**config.mk**
```make
export PLATFORM = sky130hd
export DESIGN_NAME = ball_cluster_extent_classifier
export DESIGN_NICKNAME = d
export VERILOG_FILES = /design/src/sv/bce_pkg.sv /design/src/sv/bce_datapath.sv /design/src/sv/bce_controller.sv /design/src/sv/ball_cluster_extent_classifier.sv
export VERILOG_INCLUDE_DIRS = /design/src /design/src/sv
export SDC_FILE = /design/constraint.sdc
export NUM_CORES = 1
export LEC_CHECK = 0
export ABC_AREA = 1
export BUFFER_PORTS_ARGS = -buffer_cell sky130_fd_sc_hd__clkbuf_2
export CORE_MARGIN = 3
export CORE_UTILIZATION = 46
export CTS_CLUSTER_DIAMETER = 200
export DETAILED_ROUTE_END_ITERATION = 7
export GPL_TIMING_DRIVEN = 0
export HOLD_SLACK_MARGIN = 0.15
export SYNTH_ARGS = -nofsm -noshare
export SYNTH_HDL_FRONTEND = slang
export SYNTH_SLANG_ARGS = --single-unit
```
**constraint.sdc**
```tcl
create_clock -name clk_i -period 5.2 [get_ports clk_i]
set_input_delay 0.26 -clock clk_i [delete_from_list [all_inputs] [get_ports clk_i]]
set_output_delay 0.26 -clock clk_i [all_outputs]
set_load 0.1 [all_outputs]
```
**src/sv/assert_macros.svh**
```systemverilog
// Assertion macros used by the controller module.
`ifndef ASSERT_MACROS_SVH
`define ASSERT_MACROS_SVH

// Clocked assertion, disabled while reset is asserted.
`define BCE_ASSERT(lbl, prop, msg) \
  lbl: assert property (@(posedge clk_i) disable iff (!rst_ni) (prop)) else $error(msg);

// Implication checked in the cycle after the trigger.
`define BCE_ASSERT_NEXT(lbl, trig, prop, msg) \
  lbl: assert property (@(posedge clk_i) disable iff (!rst_ni) (trig) |=> (prop)) \
    else $error(msg);

`endif

```
**src/sv/bce_pkg.sv**
```systemverilog
// Package of the ball cluster extent classifier: types, constants and codes.
package bce_pkg;

  localparam int unsigned MaxBallsDefault = 32;
  localparam int unsigned EdgeW = 13;
  localparam int unsigned OutW  = 12;

  typedef logic signed [EdgeW-1:0] edge_t;

  localparam edge_t TopReset = edge_t'(4095);

  typedef enum logic [1:0] {
    RegCenterHalfRange = 2'd0,
    RegEdgeGap         = 2'd1,
    RegImageWidth      = 2'd2,
    RegUpperLimit      = 2'd3
  } reg_idx_e;

  typedef enum logic [5:0] {
    StIdle   = 6'b000001,
    StStart  = 6'b000010,
    StRead   = 6'b000100,
    StDrain  = 6'b001000,
    StCommit = 6'b010000,
    StFinish = 6'b100000
  } state_e;

  // Commands from the controller to the datapath (address travels beside).
  typedef struct packed {
    logic load;        // store the accepted request
    logic scan_begin;  // forget the best candidate before a scan
    logic phase_init;  // start the left-edge ordering
    logic phase_next;  // switch to the right-edge ordering
    logic rd_en;       // read one stored ball
    logic commit;      // take the best candidate as next in order
    logic save_lbr;    // keep the left chain result
    logic finish;      // write the result register, clear the frame
  } cmd_t;

  function automatic logic [OutW-1:0] sat12(input edge_t v);
    logic [OutW-1:0] r;
    if (v > edge_t'(2047)) r = 12'h7FF;
    else if (v < -edge_t'(2048)) r = 12'h800;
    else r = v[OutW-1:0];
    return r;
  endfunction

endpackage

```
**src/sv/bce_datapath.sv**
```systemverilog
// Datapath: configuration, edge store, frame flags, ordered scan and chain walk.
module bce_datapath #(
  parameter int unsigned MaxBalls = bce_pkg::MaxBallsDefault,
  parameter int unsigned IdxW     = (MaxBalls > 1) ? $clog2(MaxBalls) : 1,
  parameter int unsigned CntW     = $clog2(MaxBalls + 1)
) (
  input  logic            clk_i,
  input  logic            rst_ni,
  input  logic            cfg_we_i,
  input  logic [1:0]      cfg_idx_i,
  input  logic [10:0]     cfg_data_i,
  input  logic [31:0]     in_data_i,
  input  bce_pkg::cmd_t   cmd_i,
  input  logic [IdxW-1:0] rd_addr_i,
  output logic [CntW-1:0] count_o,
  output logic            walk_break_o,
  output logic [31:0]     out_data_o
);

  logic [9:0]  chr_q;
  logic [7:0]  gap_q;
  logic [10:0] iw_q;
  logic [10:0] ul_q;

  always_ff @(posedge clk_i or negedge rst_ni) begin
    if (!rst_ni) begin
      chr_q <= 10'd160;
      gap_q <= 8'd5;
      iw_q  <= 11'd640;
      ul_q  <= 11'd440;
    end else if (cfg_we_i) begin
      unique case (bce_pkg::reg_idx_e'(cfg_idx_i))
        bce_pkg::RegCenterHalfRange: chr_q <= cfg_data_i[9:0];
        bce_pkg::RegEdgeGap:         gap_q <= cfg_data_i[7:0];
        bce_pkg::RegImageWidth:      iw_q  <= cfg_data_i;
        bce_pkg::RegUpperLimit:      ul_q  <= cfg_data_i;
        default: ;
      endcase
    end
  end

  // Incoming ball.
  logic [10:0] bx, by;
  logic [9:0]  br;
  assign bx = in_data_i[10:0];
  assign by = in_data_i[21:11];
  assign br = in_data_i[31:22];

  bce_pkg::edge_t x13, left_e, right_e, top_e, c13, lo, hi, g13;
  assign x13     = bce_pkg::edge_t'({2'b0, bx});
  assign left_e  = x13 - bce_pkg::edge_t'({3'b0, br});
  assign right_e = x13 + bce_pkg::edge_t'({3'b0, br});
  assign top_e   = bce_pkg::edge_t'({2'b0, by}) - bce_pkg::edge_t'({3'b0, br});
  assign c13     = bce_pkg::edge_t'({3'b0, iw_q[10:1]});
  assign lo      = c13 - bce_pkg::edge_t'({3'b0, chr_q});
  assign hi      = c13 + bce_pkg::edge_t'({3'b0, chr_q});
  assign g13     = bce_pkg::edge_t'({5'b0, gap_q});

  // Frame state.
  logic [CntW-1:0]   cnt_q;
  bce_pkg::edge_t    top_q;
  logic              f_left_q, f_right_q, f_nl_q, f_nr_q, f_any_q;
  logic [2*bce_pkg::EdgeW-1:0] mem [MaxBalls];

  always_ff @(posedge clk_i) begin
    if (cmd_i.load && br != 10'd0 && cnt_q < CntW'(MaxBalls)) begin
      mem[cnt_q[IdxW-1:0]] <= {right_e, left_e};
    end
  end

  always_ff @(posedge clk_i or negedge rst_ni) begin
    if (!rst_ni) begin
      cnt_q     <= '0;
      top_q     <= bce_pkg::TopReset;
      f_left_q  <= 1'b0;
      f_right_q <= 1'b0;
      f_nl_q    <= 1'b0;
      f_nr_q    <= 1'b0;
      f_any_q   <= 1'b0;
    end else if (cmd_i.finish) begin
      cnt_q     <= '0;
      top_q     <= bce_pkg::TopReset;
      f_left_q  <= 1'b0;
      f_right_q <= 1'b0;
      f_nl_q    <= 1'b0;
      f_nr_q    <= 1'b0;
      f_any_q   <= 1'b0;
    end else if (cmd_i.load && br != 10'd0) begin
      if (cnt_q < CntW'(MaxBalls)) cnt_q <= cnt_q + 1'b1;
      if (top_e < top_q) top_q <= top_e;
      f_any_q <= 1'b1;
      if (x13 >= lo && x13 < lo + g13) f_nl_q <= 1'b1;
      if (x13 < lo) f_left_q <= 1'b1;
      if (x13 <= hi && x13 > hi - g13) f_nr_q <= 1'b1;
      if (x13 > hi) f_right_q <= 1'b1;
    end
  end

  assign count_o = cnt_q;

  // Scan: registered read, then compare against the best candidate.
  logic [2*bce_pkg::EdgeW-1:0] rd_q;
  logic [IdxW-1:0] rd_idx_q;
  logic            rd_vld_q;

  always_ff @(posedge clk_i) begin
    if (cmd_i.rd_en) begin
      rd_q     <= mem[rd_addr_i];
      rd_idx_q <= rd_addr_i;
    end
  end

  always_ff @(posedge clk_i or negedge rst_ni) begin
    if (!rst_ni) rd_vld_q <= 1'b0;
    else         rd_vld_q <= cmd_i.rd_en;
  end

  // The right-edge ordering is descending, so its key is the negated edge.
  logic                 phase_q;
  bce_pkg::edge_t       rd_left, rd_right;
  logic signed [13:0]   sk;
  assign rd_left  = rd_q[bce_pkg::EdgeW-1:0];
  assign rd_right = rd_q[2*bce_pkg::EdgeW-1:bce_pkg::EdgeW];
  assign sk = phase_q ? -{rd_right[12], rd_right} : {rd_left[12], rd_left};

  logic signed [13:0] prev_k_q, best_k_q;
  logic [IdxW-1:0]    prev_i_q;
  logic               prev_vld_q, best_vld_q;
  bce_pkg::edge_t     best_l_q, best_r_q, chain_q, lbr_q, chain_nxt;
  logic               qualify, walk_ok;

  assign qualify = !prev_vld_q || sk > prev_k_q || (sk == prev_k_q && rd_idx_q > prev_i_q);
  assign walk_ok = !prev_vld_q ||
                   (phase_q ? (chain_q <= best_r_q) : (chain_q >= best_l_q));
  assign walk_break_o = !walk_ok;
  assign chain_nxt = walk_ok ? (phase_q ? best_l_q : best_r_q) : chain_q;

  always_ff @(posedge clk_i or negedge rst_ni) begin
    if (!rst_ni) begin
      phase_q    <= 1'b0;
      prev_vld_q <= 1'b0;
      best_vld_q <= 1'b0;
    end else begin
      if (cmd_i.phase_init || cmd_i.phase_next) begin
        phase_q    <= cmd_i.phase_next;
        prev_vld_q <= 1'b0;
      end else if (cmd_i.commit) begin
        prev_vld_q <= 1'b1;
      end
      if (cmd_i.scan_begin) begin
        best_vld_q <= 1'b0;
      end else if (rd_vld_q && qualify && (!best_vld_q || sk < best_k_q)) begin
        best_vld_q <= 1'b1;
      end
    end
  end

  always_ff @(posedge clk_i) begin
    if (rd_vld_q && qualify && (!best_vld_q || sk < best_k_q)) begin
      best_k_q <= sk;
      best_l_q <= rd_left;
      best_r_q <= rd_right;
    end
    if (cmd_i.commit) begin
      prev_k_q <= best_k_q;
      chain_q  <= chain_nxt;
    end
    if (cmd_i.save_lbr) lbr_q <= chain_nxt;
  end

  // Index of the best candidate, held apart so the commit can take it.
  logic [IdxW-1:0] best_i_q;
  always_ff @(posedge clk_i) begin
    if (rd_vld_q && qualify && (!best_vld_q || sk < best_k_q)) best_i_q <= rd_idx_q;
    if (cmd_i.commit) prev_i_q <= best_i_q;
  end

  // Result register.
  logic [31:0] res_q;
  logic        above;
  assign above = f_any_q && (top_q > bce_pkg::edge_t'({2'b0, ul_q}));

  always_ff @(posedge clk_i) begin
    if (cmd_i.finish) begin
      res_q[0]     <= f_left_q;
      res_q[1]     <= f_right_q;
      res_q[2]     <= f_nl_q;
      res_q[3]     <= f_nr_q;
      res_q[4]     <= above;
      res_q[5]     <= f_any_q;
      res_q[17:6]  <= (cnt_q != '0) ? bce_pkg::sat12(lbr_q) : 12'd0;
      res_q[29:18] <= (cnt_q != '0) ? bce_pkg::sat12(chain_q) : {1'b0, iw_q};
      res_q[31:30] <= 2'b00;
    end
  end

  assign out_data_o = res_q;

endmodule

```
**src/sv/bce_controller.sv**
```systemverilog
// Controller: frame loading, ordering passes, chain walk sequencing and result handshake.
`include "assert_macros.svh"
module bce_controller #(
  parameter int unsigned MaxBalls = bce_pkg::MaxBallsDefault,
  parameter int unsigned IdxW     = (MaxBalls > 1) ? $clog2(MaxBalls) : 1,
  parameter int unsigned CntW     = $clog2(MaxBalls + 1)
) (
  input  logic            clk_i,
  input  logic            rst_ni,
  input  logic            in_valid_i,
  input  logic            in_last_i,
  output logic            in_ready_o,
  output logic            out_valid_o,
  input  logic            out_ready_i,
  input  logic [CntW-1:0] count_i,
  input  logic            walk_break_i,
  output bce_pkg::cmd_t   cmd_o,
  output logic [IdxW-1:0] rd_addr_o
);

  bce_pkg::state_e state_q, state_d;
  logic [IdxW-1:0] addr_q, addr_d;
  logic [CntW-1:0] pass_q, pass_d;
  logic            phase_q, phase_d;
  logic            ovld_q, ovld_d;
  logic            accept, last_addr;

  assign in_ready_o  = (state_q == bce_pkg::StIdle) && !(in_last_i && ovld_q);
  assign accept      = in_valid_i && in_ready_o;
  assign out_valid_o = ovld_q;
  assign rd_addr_o   = addr_q;
  assign last_addr   = ((CntW+1)'(addr_q) == (CntW+1)'(count_i) - 1'b1);

  always_comb begin
    state_d = state_q;
    addr_d  = addr_q;
    pass_d  = pass_q;
    phase_d = phase_q;
    ovld_d  = ovld_q && !out_ready_i;
    cmd_o   = '0;
    unique case (state_q)
      bce_pkg::StIdle: begin
        cmd_o.load = accept;
        if (accept && in_last_i) state_d = bce_pkg::StStart;
      end
      bce_pkg::StStart: begin
        cmd_o.phase_init = 1'b1;
        cmd_o.scan_begin = 1'b1;
        phase_d = 1'b0;
        pass_d  = '0;
        addr_d  = '0;
        state_d = (count_i == '0) ? bce_pkg::StFinish : bce_pkg::StRead;
      end
      bce_pkg::StRead: begin
        cmd_o.rd_en = 1'b1;
        if (last_addr) state_d = bce_pkg::StDrain;
        else addr_d = addr_q + 1'b1;
      end
      bce_pkg::StDrain: begin
        state_d = bce_pkg::StCommit;
      end
      bce_pkg::StCommit: begin
        cmd_o.commit     = 1'b1;
        cmd_o.scan_begin = 1'b1;
        addr_d = '0;
        if (walk_break_i || pass_q + 1'b1 == count_i) begin
          if (!phase_q) begin
            cmd_o.save_lbr   = 1'b1;
            cmd_o.phase_next = 1'b1;
            phase_d = 1'b1;
            pass_d  = '0;
            state_d = bce_pkg::StRead;
          end else begin
            state_d = bce_pkg::StFinish;
          end
        end else begin
          pass_d  = pass_q + 1'b1;
          state_d = bce_pkg::StRead;
        end
      end
      bce_pkg::StFinish: begin
        cmd_o.finish = 1'b1;
        ovld_d  = 1'b1;
        state_d = bce_pkg::StIdle;
      end
      default: state_d = bce_pkg::StIdle;
    endcase
  end

  always_ff @(posedge clk_i or negedge rst_ni) begin
    if (!rst_ni) begin
      state_q <= bce_pkg::StIdle;
      addr_q  <= '0;
      pass_q  <= '0;
      phase_q <= 1'b0;
      ovld_q  <= 1'b0;
    end else begin
      state_q <= state_d;
      addr_q  <= addr_d;
      pass_q  <= pass_d;
      phase_q <= phase_d;
      ovld_q  <= ovld_d;
    end
  end

  `BCE_ASSERT(a_ready_idle, !in_ready_o || state_q == bce_pkg::StIdle, "ready outside idle")
  `BCE_ASSERT_NEXT(a_finish_valid, state_q == bce_pkg::StFinish, ovld_q, "result not posted")
  `BCE_ASSERT_NEXT(a_last_starts, accept && in_last_i, state_q == bce_pkg::StStart,
                   "last request did not start ordering")

endmodule

```
**src/sv/ball_cluster_extent_classifier.sv**
```systemverilog
// Top level of the ball cluster extent classifier.
//
//  Channel  | Direction | Payload
//  ---------+-----------+-------------------------------------------------
//  s_axis   | in        | tdata: ball_x, ball_y, ball_radius; tlast: last_ball
//  m_axis   | out       | tdata: flags and the two chain extents
//  cfg      | in        | write enable, register index, write data
//
// A ball request is taken while the block is idle. After the
// last request of a frame the stored balls are put in order by repeated
// scans of the edge memory (one entry per cycle through its single read
// port): the left-edge and then the right-edge ordering each run at most
// n passes for a frame of n stored balls; a break in the overlap chain
// ends an ordering early. Reset clears control and frame state at once;
// the edge memory needs no clearing since only entries below the ball
// count are read. The result waits in an output register, and new
// non-last requests are taken while it stalls.
module ball_cluster_extent_classifier #(
  parameter int unsigned MaxBalls = bce_pkg::MaxBallsDefault
) (
  input  logic        clk_i,
  input  logic        rst_ni,
  input  logic        cfg_we_i,
  input  logic [1:0]  cfg_idx_i,
  input  logic [10:0] cfg_data_i,
  input  logic        s_axis_tvalid,
  output logic        s_axis_tready,
  // Fields from bit 0: ball_x[10:0], ball_y[21:11], ball_radius[31:22].
  input  logic [31:0] s_axis_tdata,
  input  logic        s_axis_tlast,
  output logic        m_axis_tvalid,
  input  logic        m_axis_tready,
  // Fields from bit 0: far_left, far_right, near_left_bound, near_right_bound,
  // above_limit, any_ball, left_chain_right_edge[17:6],
  // right_chain_left_edge[29:18], zero fill.
  output logic [31:0] m_axis_tdata
);

  localparam int unsigned IdxW = (MaxBalls > 1) ? $clog2(MaxBalls) : 1;
  localparam int unsigned CntW = $clog2(MaxBalls + 1);

  bce_pkg::cmd_t   cmd;
  logic [IdxW-1:0] rd_addr;
  logic [CntW-1:0] count;
  logic            walk_break;

  bce_controller #(.MaxBalls(MaxBalls), .IdxW(IdxW), .CntW(CntW)) u_ctrl (
    .clk_i, .rst_ni,
    .in_valid_i   (s_axis_tvalid),
    .in_last_i    (s_axis_tlast),
    .in_ready_o   (s_axis_tready),
    .out_valid_o  (m_axis_tvalid),
    .out_ready_i  (m_axis_tready),
    .count_i      (count),
    .walk_break_i (walk_break),
    .cmd_o        (cmd),
    .rd_addr_o    (rd_addr)
  );

  bce_datapath #(.MaxBalls(MaxBalls), .IdxW(IdxW), .CntW(CntW)) u_dp (
    .clk_i, .rst_ni,
    .cfg_we_i, .cfg_idx_i, .cfg_data_i,
    .in_data_i    (s_axis_tdata),
    .cmd_i        (cmd),
    .rd_addr_i    (rd_addr),
    .count_o      (count),
    .walk_break_o (walk_break),
    .out_data_o   (m_axis_tdata)
  );

endmodule
```
# ---- Yosys cells after proc, flatten, opt, wreduce, memory -nomap -nowiden
# Memories as Yosys holds them, arrays and structs flattened. A register that Yosys moved wholly into a read port is not among the register bits.
# Cells that the tools add are included.
dict set report totals {
  regBits 238
  memories 1
  mem_bits_rw 800
  word_cells 197
  output_inout_bits 34
  inputBits 51
}
# name words word_bits read_ports rd_clocked_by_memory_dff wr line
set mem_list {}
lappend mem_list {u_dp.mem 32 25 1 1 1 bce_datapath.sv:63} ;# logic [2*bce_pkg::EdgeW-1:0] mem [MaxBalls];
dict set report op_classes {
  reduce_logical 56
  bitwise_logic 1
  eq_ne 17
  magnitude_cmp 18
  mux 58
  addsub 12
}
# cell count
set op_table {}
lappend op_table {{$mux W13} 5}
lappend op_table {{$mux W6} 10}
lappend op_table {{$mux W11} 3}
lappend op_table {{$mux W1} 31}
lappend op_table {{$pmux W6 S5} 1}
lappend op_table {{$reduce_and A2 Y1} 14}
lappend op_table {{$gt A12 B13 Y1} 2}
lappend op_table {{$gt A13 B12 Y1 const B} 2}
lappend op_table {{$lt A12 B13 Y1} 2}
lappend op_table {{$lt A13 B12 Y1 const B} 2}
lappend op_table {{$mux W12} 2}
lappend op_table {{$sub A11 B10 Y12} 2}
lappend op_table {{$reduce_bool A2 Y1} 11}
lappend op_table {{$eq A14 B14 Y1} 1}
lappend op_table {{$gt A14 B14 Y1} 1}
lappend op_table {{$lt A14 B14 Y1} 1}
lappend op_table {{$mux W14} 1}
lappend op_table {{$neg A14 Y14} 1}
lappend op_table {{$add A13 B9 Y13} 1}
lappend op_table {{$ge A12 B13 Y1} 1}
lappend op_table {{$ge A13 B13 Y1} 1}
lappend op_table {{$gt A13 B12 Y1} 1}
lappend op_table {{$le A12 B13 Y1} 1}
lappend op_table {{$le A13 B13 Y1} 1}
lappend op_table {{other kinds (37)} 64}

# ---- Depth between registers and ports, before layout
# Gate-level depths: netlist of run 1.
dict set report depth {
  word_depth 9
  ltp_mapped 29
  depth_no_buf 28
}

# ---- Cells and area by module
# From an unflattened synthesis of run 1, not the netlist that was laid out.
dict set report unflattened {
  hier_cells 3822
  area_unflattened_um2 44126.1
}
# mod cells_each area_per_inst_um2 seq_area_each_um2 n_inst
set by_module_without_submodules {}
lappend by_module_without_submodules {bce_datapath 3629 42763.5 28155.8 1}
lappend by_module_without_submodules {bce_controller 193 1362.6 476.7 1}

# ---- Worst setup path before layout of run 1
# OpenSTA, ideal clock, no wires.
dict set report synth_path {
  kind {register to register}
  startpoint {reg u_ctrl.ovld_q (netlist: u_ctrl.out_valid_o)}
  endpoint {mem u_dp.mem[7][10] in the netlist's numbering (enable)}
  arrival_time_ps 3717
  setup_slack_ps 1051
  setup_ps 432
  stages_incl_launch_ff 7
  path_buffers 1
  period_less_slack_ps 4149
  t_required_ps 4768
  cell_sequence {dfrtp_1 > a21oi_4 > nand3_4 > nor2_4 > nand2_1 > buf_2 > nor3_1}
}
dict set report synth_between {
  elab_chain_len 9
}
# item line
set synth_rtl {}
lappend synth_rtl {{from (decl)} bce_controller.sv:25} ;# logic ovld_q, ovld_d;
lappend synth_rtl {{from (signal assigned)} bce_controller.sv:102} ;# ovld_q <= ovld_d;
lappend synth_rtl {{$logic_and A1 B1 Y1} bce_controller.sv:28} ;# assign in_ready_o = (state_q == bce_pkg::StIdle) && !(in_last_i && ovld_q);
lappend synth_rtl {{$logic_not A1 Y1} bce_controller.sv:28}
lappend synth_rtl {{$logic_and A1 B1 Y1} bce_controller.sv:28}
lappend synth_rtl {{via s_axis_tready} ball_cluster_extent_classifier.sv:27} ;# output logic s_axis_tready,
lappend synth_rtl {{$logic_and A1 B1 Y1} bce_controller.sv:29} ;# assign accept = in_valid_i && in_ready_o;
lappend synth_rtl {{$mux W1} bce_controller.sv:41} ;# unique case (state_q)
lappend synth_rtl {{$logic_and A1 B1 Y1 (2 in series)} bce_datapath.sv:66} ;# if (cmd_i.load && br != 10'd0 && cnt_q < CntW'(MaxBalls)) begin
lappend synth_rtl {{$mux W1} bce_datapath.sv:66}
lappend synth_rtl {{$mux W1 (implied by the code)} bce_datapath.sv:67} ;# mem[cnt_q[IdxW-1:0]] <= {right_e, left_e};
lappend synth_rtl {{to (decl)} bce_datapath.sv:63}
# The timed path passes the listed nets, and every way through them passes these cells.

# ---- Worst setup path in the final report of run 1
dict set report layout_path {
  startpoint {reg u_dp.iw_q[5]}
  endpoint {reg u_dp.f_nr_q}
}
dict set report layout_between {
  elab_chain_len 6
  word_cells_on_any_way 7
  classes_between {2 x add/sub; 2 x order compare; 3 x reduce/logical}
}
# item line
set layout_rtl {}
lappend layout_rtl {{from (decl)} bce_datapath.sv:22} ;# logic [10:0] iw_q;
lappend layout_rtl {{from (signal assigned)} bce_datapath.sv:35} ;# bce_pkg::RegImageWidth: iw_q <= cfg_data_i;
lappend layout_rtl {{$add A10 B10 Y11 *} bce_datapath.sv:56} ;# assign hi = c13 + bce_pkg::edge_t'({3'b0, chr_q});
lappend layout_rtl {{$sub A13 B9 Y13} bce_datapath.sv:94} ;# if (x13 <= hi && x13 > hi - g13) f_nr_q <= 1'b1;
lappend layout_rtl {{$gt A12 B13 Y1} bce_datapath.sv:94}
lappend layout_rtl {{$logic_and A1 B1 Y1 *} bce_datapath.sv:94}
lappend layout_rtl {{$reduce_bool A2 Y1 (no line) *} n/a}
lappend layout_rtl {{$reduce_and A2 Y1 (no line) *} n/a}
lappend layout_rtl {{to (signal assigned)} bce_datapath.sv:78} ;# f_nr_q <= 1'b0;
lappend layout_rtl {{to (signal assigned)} bce_datapath.sv:86} ;# f_nr_q <= 1'b0;
lappend layout_rtl {{to (signal assigned)} bce_datapath.sv:94}
lappend layout_rtl {{to (decl)} bce_datapath.sv:62} ;# logic f_left_q, f_right_q, f_nl_q, f_nr_q, f_any_q;
# Every way passes the cells marked *; elsewhere a longest branch is shown, timed or not.
# A chain may end at the register's enable or synchronous reset.

==> results of run 1 <==
[worst paths after layout]
kind / start / end / slack, ns
setup / recovery: u_dp.iw_q[5] / u_dp.f_nr_q / 0.80
hold / removal: rst_ni / u_dp.chr_q[6] / 0.17
setup reg to reg: u_dp.iw_q[5] / u_dp.f_nr_q / 0.80
hold reg to reg: u_dp.best_i_q[4] / u_dp.prev_i_q[4] / 0.41
max in group asynchronous: rst_ni / u_dp.ul_q[5] / 4.29
min in group clk_i: s_axis_tdata[20] / u_dp.top_q[11] / 0.26
[repair_timing]
| item | 4_1_cts | 5_1_grt |
|---|---|---|
| gates resized for setup | 0 | 0 |
| endpoints found under the hold margin | 138 | 0 |
| hold buffers | 26 | 0 |
| setup buffers | 0 | 0 |
[cell families after synthesis]
logic type / after synthesis
buffers and inverters: 531
adder cells (fa/ha/maj): 204
flip-flops: 967
AND/OR/NAND/NOR: 1152
other: 1
XOR/XNOR: 75
AO/OA/AOI/OAI: 933
[layout make-up]
type | count | share of cell area (%)
buffer | 186 | 1.52
clock buffer | 123 | 5.17
timing repair buffer | 141 | 2.70
inverter | 345 | 2.54
multi-input combinational | 2366 | 27.3
clock inverter | 67 | 1.62
tap | 1254 | 3.07
sequential | 967 | 56.1
[flip-flops by register name, summed over array words and instances (netlist names), 8 cells and up]
| register | count |
|---|---|
| u_dp.mem | 736 |
| u_dp.out_data_o | 30 |
| u_dp.rd_q | 23 |
| u_dp.prev_k_q | 14 |
| u_dp.best_k_q | 13 |
| u_dp.chain_q | 13 |
| u_dp.lbr_q | 13 |
| u_dp.top_q | 13 |
| u_dp.best_l_q | 12 |
| u_dp.best_r_q | 11 |
| u_dp.iw_q | 11 |
| u_dp.ul_q | 11 |
| u_dp.chr_q | 10 |
| u_dp.gap_q | 8 |
[cells in the final DEF (no fill, tap or decap), types with 63 or more instances in the layout]
master | synthesis | final
o21ai_0 | 478 | 478
nand3_1 | 110 | 110
o22ai_1 | 122 | 122
nand2_1 | 425 | 425
clkbuf_2 | 1 | 82
edfxtp_1 | 880 | 880
ha_1 | 197 | 197
nor2_1 | 506 | 475
dfrtp_1 | 63 | 63
clkbuf_1 | 139 | 159
o221ai_1 | 63 | 63
a21oi_1 | 128 | 127
inv_1 | 327 | 325
clkbuf_16 | 0 | 102
[critical path: stages, from the launching register on]
cell and delay [ns]:
dfrtp_1 0.44, ha_1 0.30, buf_2 0.18, inv_1 0.11, a21oi_1 0.13, nand2_1 0.08
a31o_2 0.24, a31o_2 0.21, xor2_1 0.26, ha_1 0.32, nand2_1 0.09, inv_1 0.04
nand4_1 0.08, o211ai_1 0.12, nor2_1 0.16, nand2_1 0.08, xnor2_1 0.13, ha_1 0.30
nand2_1 0.08, nor4_1 0.38, a21oi_1 0.10, nand2_1 0.08, nand2_1 0.12, nand3_1 0.12
a21oi_1 0.08
[layer usage]
| metal | vias up | global-route usage (%) |
|---|---|---|
| li1 | 14293 | - |
| met1 | 15291 | 37.3 |
| met2 | 1334 | 41.2 |
| met3 | 266 | 4.12 |
| met4 | 0 | 11.2 |
| met5 | - | 0 |
[where the power goes]
group          internal (µW)  switching [µW]
Combinational           2250            5670
Sequential              8990             142
Clock                   4390            3140
Total                  15600            8950
[metrics by stage]
stage               hold WS, ns  setup WS, ns  util (%)
floorplan               -0.0356          1.05         -
global placement          0.402        -0.233      48.9
detailed placement        0.362         0.853      50.3
CTS                       0.173         0.831      54.2
global route              0.218         0.500      54.2
finish                    0.172         0.795      54.2
==> flow_metrics.env, run 1 <==
export IMPL_fin_skew_ns=0.0352
export IMPL_syn_area_um2=44100
export IMPL_seqCellArea_um2=28600
export IMPL_drc=0
export IMPL_netlist_area_leader_share_pct=59.9
export IMPL_rsz0062_at_grt="false"
export IMPL_ctsHtreeMaxLevel=3
export IMPL_ys_ff_latch=967
export IMPL_wl_met3_um=10100
export IMPL_status="finished clean"
export IMPL_area_delta_synth_final_pct=15.8
export IMPL_synth_commonest_cells="880 x edfxtp_1, 506 x nor2_1, 478 x o21ai_0"
export IMPL_grt_overflow=0
export IMPL_dieArea_um2=99600
export IMPL_yosysSeqAreaShare_pct=65.0
export IMPL_path_clk_slew_ns=0.06
export IMPL_clock_path_buffers=3
export IMPL_cts_sinks=967
export IMPL_vias_per_cell=5.72
export IMPL_antenna_found_initial=0
export IMPL_place_inst=5233
export IMPL_synth_top_cell_by_area="edfxtp_1"
export IMPL_critPathLaunchType="flip-flop"
export IMPL_cts_root_buf="clkbuf_16"
export IMPL_synthSimpleGateAreaFrac_pct=10.9
export IMPL_worstMarginPinSlew_ns=1.45
export IMPL_setup_viol_count_final=0
export IMPL_power_density_nw_per_um2=481
export IMPL_cts_buffers=102
export IMPL_hold_class="in -> async"
export IMPL_maxSlewViolCount=0
export IMPL_io_pin_count=85
export IMPL_finalCritPeriodShare_pct=84.7
export IMPL_total_power_uw=24600
export IMPL_crit_path_end_kind="flip-flop"
export IMPL_synth_top_family_by_area="compound AO/OA/AOI/OAI gates"
export IMPL_synth_edff_count=880
export IMPL_final_nets=4364
export IMPL_synth_most_common_cell="edfxtp_1"
export IMPL_drt_wl_total_um=132000
export IMPL_synth_async_sr_flop_share_pct=9.00
export IMPL_reg2reg_depth=24
export IMPL_finish_instance_area_um2=51100
export IMPL_hold_viol=0
export IMPL_post_dp_hpwl_um=92200
export IMPL_syn_area_per_cell_um2=11.4
export IMPL_synth_cells=3863
export IMPL_maxSlewHeadroom_pct=3.02
export IMPL_arrival_ns=4.91
export IMPL_leakage_uw=0.0189
export IMPL_grt_util_all_layers_pct=26.5
export IMPL_yosysWarnings=0
export IMPL_synth_compound_area_share_pct=12.0
export IMPL_drt_met1_wl_um=55800
export IMPL_die_w_um=316
export IMPL_ys_flop_type="edfxtp_1"
export IMPL_grt_max_degree=47
export IMPL_wire_per_inst_um=24.2
export IMPL_placeableCoreArea_um2=94200
export IMPL_synthMuxAreaShare_pct=0
export IMPL_synthTopCellsByArea="edfxtp_1 60%, ha_1 5.6%, o21ai_0 5.4%"
export IMPL_die_height_um=316
export IMPL_yosysUniqueCellTypes=58
export IMPL_synth_adder_area_share_pct=5.91
export IMPL_final_setup_tns_ns=0
export IMPL_ir_worst_vdd_mv=0.314
export IMPL_crit_type="reg -> reg"
export IMPL_fillers=8115
export IMPL_insertion_delay_ns=0.71
export IMPL_initial_core_util_pct=46.8
export IMPL_dr_pass1_iters=5
export IMPL_antenna_cells=0
export IMPL_ant_nets=0
export IMPL_dpl_cell_area_um2=47300
export IMPL_routed_wl_met2_um=60000
export IMPL_tritoncts="yes"
export IMPL_critPathMaxFanout=7
export IMPL_synth_xor_area_share_pct=1.52
export IMPL_drive_gt1_share_pct=10.2
export IMPL_critPathRequiredTime_ns=5.71
export IMPL_cap_violations=0
export IMPL_top_layer="met4"
export IMPL_multi_input_area_um2=13900
export IMPL_fmax_ghz=0.227
export IMPL_place_congestion=0.974
export IMPL_vias=31184
export IMPL_finalCriticalPeriod_ns=4.40
export IMPL_drtIter0Drc=3482
export IMPL_port_buffers=82
export IMPL_final_cells=5449
export IMPL_fp_row_count=112
export IMPL_grt_pass1_vias=29946
export IMPL_grt_pass1_wl_um=195000
(Power assumes the default switching activity.)
==> inputs of run 2 (changes only) <==
- ABC_AREA: 1 -> 0
- clock period: 5.2 -> 3.9 ns (I/O delays scaled with it)
==> flow_metrics.env, run 2 <==
export IMPL_synth_top_cell_by_area="edfxtp_1"
export IMPL_largest_reg_flops=736
export IMPL_reg2reg_depth=17
export IMPL_final_cell_mix="880 x edfxtp_1, 230 x mux4_2, 181 x inv_1, 180 x ha_1, 115 x nor2_1"
export IMPL_insertion_delay_ns=0.68
export IMPL_io_pin_count=85
export IMPL_final_nets=3131
export IMPL_min_path_cells=4
export IMPL_netlist_area_leader_share_pct=60.9
export IMPL_ys_ff_latch=967
export IMPL_finish_utilization_pct=54.2
export IMPL_ir_worst_vdd_mv=0.390
export IMPL_setup_viol_count_final=2
export IMPL_finish_instance_area_um2=50700
export IMPL_vias=24095
export IMPL_p_int_uw=21400
export IMPL_critPathMaxFanout=7
export IMPL_layout_commonest_cell="edfxtp_1"
export IMPL_seq_power_share_pct=41.2
export IMPL_pwr_share_comb_pct=28.1
export IMPL_clkPwrFrac_pct=30.7
export IMPL_maxSlewHeadroom_pct=7.41
export IMPL_yosysWarnings=0
export IMPL_cts_sinks=967
export IMPL_synth_cells=2585
export IMPL_hold_viol=0
export IMPL_worstMarginPinSlew_ns=1.39
export IMPL_dieArea_um2=98000
export IMPL_maxSlewViolCount=0
export IMPL_cts_root_buf="clkbuf_16"
export IMPL_status="finished with violations"
export IMPL_grt_max_degree=53
export IMPL_initial_core_util_pct=46.4
export IMPL_finalCriticalPeriod_ns=4.18
export IMPL_multi_input_area_um2=14600
export IMPL_crit_path_end_kind="flip-flop"
export IMPL_post_place_ws_ns=-0.910
export IMPL_drt_wl_total_um=108000
export IMPL_rsz0062_at_grt="true"
export IMPL_yosysUniqueCellTypes=94
export IMPL_dr_pass1_iters=5
export IMPL_grt_pass1_wl_um=159000
export IMPL_drt_met1_wl_um=45000
export IMPL_synth_commonest_cells="880 x edfxtp_1, 230 x mux4_2, 197 x ha_1"
export IMPL_cts_buffers=100
export IMPL_finalCritPeriodShare_pct=107
export IMPL_synth_async_sr_flop_share_pct=9.00
export IMPL_fin_skew_ns=0.0370
export IMPL_synthTopCellsByArea="edfxtp_1 61%, mux4_2 12%, ha_1 5.7%"
export IMPL_cap_violations=0
export IMPL_synth_edff_count=880
export IMPL_failed_checks="setup timing"
export IMPL_die_height_um=313
export IMPL_die_w_um=313
export IMPL_synth_most_common_cell="edfxtp_1"
export IMPL_path_cells="ha_4 > or3_4 > o2111ai_4 > nand2_2 > xnor2_4 > ha_4 > a21o_1 > o41ai_4 > o21ai_1 > nor2_1 > xnor2_1 > ha_1 > nand4_1 > o32ai_2 > a21o_1 > o32ai_2 > a32o_1"
export IMPL_wl_met3_um=5630
export IMPL_grt_util_all_layers_pct=22.0
export IMPL_grt_overflow=0
export IMPL_critPathRequiredTime_ns=4.44
export IMPL_vias_per_cell=5.72
export IMPL_post_dp_hpwl_um=71100
export IMPL_dpl_cell_area_um2=46300
export IMPL_critPathLaunchType="flip-flop"
export IMPL_top_layer="met4"
export IMPL_ctsHtreeMaxLevel=3
export IMPL_power_density_nw_per_um2=598
export IMPL_ant_nets=0
export IMPL_critPathMaxStageDelay_ns=0.42
export IMPL_place_congestion=0.853
export IMPL_wire_per_inst_um=25.6
export IMPL_area_delta_synth_final_pct=16.8
export IMPL_fp_row_count=112
export IMPL_grt_pass1_vias=24994
export IMPL_path_clk_slew_ns=0.06
export IMPL_routed_wl_met2_um=53300
export IMPL_syn_area_per_cell_um2=16.8
export IMPL_arrival_ns=4.71
export IMPL_hold_class="in -> reg"
export IMPL_tritoncts="yes"
export IMPL_switching_share_pct=29.4
export IMPL_leakage_uw=0.0175
export IMPL_switching_power_uw=8910
export IMPL_clock_path_buffers=3
export IMPL_placeableCoreArea_um2=93500
export IMPL_timing_final_ws_setup_ns=-0.278
export IMPL_port_buffers=82
export IMPL_drive_gt1_share_pct=27.3
export IMPL_seqCellArea_um2=28600
export IMPL_syn_area_um2=43400
export IMPL_drtIter0Drc=2090
export IMPL_crit_type="reg -> reg"
export IMPL_cp_slowest_cell="dfrtp_2"
export IMPL_ys_flop_type="edfxtp_1"
export IMPL_antenna_found_initial=4
export IMPL_drc=0
export IMPL_fillers=7261
export IMPL_fmax_ghz=0.239
export IMPL_yosysSeqAreaShare_pct=66.0
==> run 2: cell types whose count changed after synthesis, moves of 58 or more <==
cell and change:
o221ai_1 -59, inv_1 -142, o22ai_1 -121, mux2_2 +71, a21oi_1 -58, o21ai_0 -405, nand3_1 -80, nand2_1 -325
mux4_2 +230, clkbuf_1 -87, nor2_1 -352
==> run 2: layout make-up <==
class	count	area share, %
Sequential cell	967	56.5
Multi-Input combinational cell	1340	28.7
Clock buffer	129	5.24
Timing Repair Buffer	189	3.12
Tap cell	1254	3.10
Inverter	188	1.39
Clock inverter	51	1.06
Buffer	90	0.852
Antenna cell	1	0.00494
==> run 2: power groups by stage <==
| stage | Combinational (µW) | Clock [µW] | Sequential [µW] |
|---|---|---|---|
| global route | 9270 | 9900 | 12500 |
| CTS | 8320 | 9470 | 12500 |
| detailed placement | 7630 | 0 | 12700 |
| global placement | 7210 | 0 | 12700 |
| finish | 8510 | 9310 | 12500 |
| floorplan | 5440 | 0 | 12600 |
==> run 2: worst paths after layout <==
kind	startpoint	to	slack, ns
setup / recovery	u_dp.iw_q[3]	u_dp.f_nr_q	-0.28
hold / removal	s_axis_tdata[20]	u_dp.top_q[11]	0.19
setup reg to reg	u_dp.iw_q[3]	u_dp.f_nr_q	-0.28
hold reg to reg	u_dp.best_i_q[0]	u_dp.prev_i_q[0]	0.42
max in group asynchronous	rst_ni	u_dp.iw_q[1]	2.26
min in group asynchronous	rst_ni	u_dp.ul_q[4]	0.27
==> run 2: what timing repair did <==
action                     4_1_cts  5_1_grt
setup buffers                   38       13
hold endpoints to repair       137        0
setup endpoints to repair       55       56
resized for setup               65       43
pin swaps                       26       35
hold buffers                    29        0
cloned                           3        0
==> run 2: worst max-delay path, delay by kind of cell (launching register included) <==
family	cells	cell delay, ns
AOI/OAI and AO/OA	8	1.62
adders and majority gates	3	0.89
and+or+nand+nor	4	0.82
xor gates and xnor gates	2	0.31
DFF	1	0.42
==> run 2: cells by family after synthesis <==
kind of cell | count (synthesis) | share of synthesized area (%)
compound gates | 304 | 4.75
simple gates | 428 | 4.74
buf+inv | 282 | 2.66
flops | 967 | 66.0
xor+xnor | 78 | 1.57
mux | 321 | 14.3
other cells | 1 | 0.00864
fa+ha+maj | 204 | 6.00
==> run 2: through the flow <==
stage          std cells  total power [µW]  setup TNS, ns  hold WS [ns]
6_report            4209             30300         -0.444         0.192
5_1_grt             4209             31700          -5.02         0.203
3_5_place_dp        3949             20300         -49.63         0.240
4_1_cts             4196             30300         -0.528         0.152
3_3_place_gp        3922             19900        -215.91         0.401
2_1_floorplan       2586             18000          -5.72        -0.101
==> run 2: routing by layer <==
metal,track usage (%),vias to the layer above
met5,0,-
met4,7.16,0
met3,3.18,184
met2,37.1,688
met1,29.8,12530
li1,-,10693
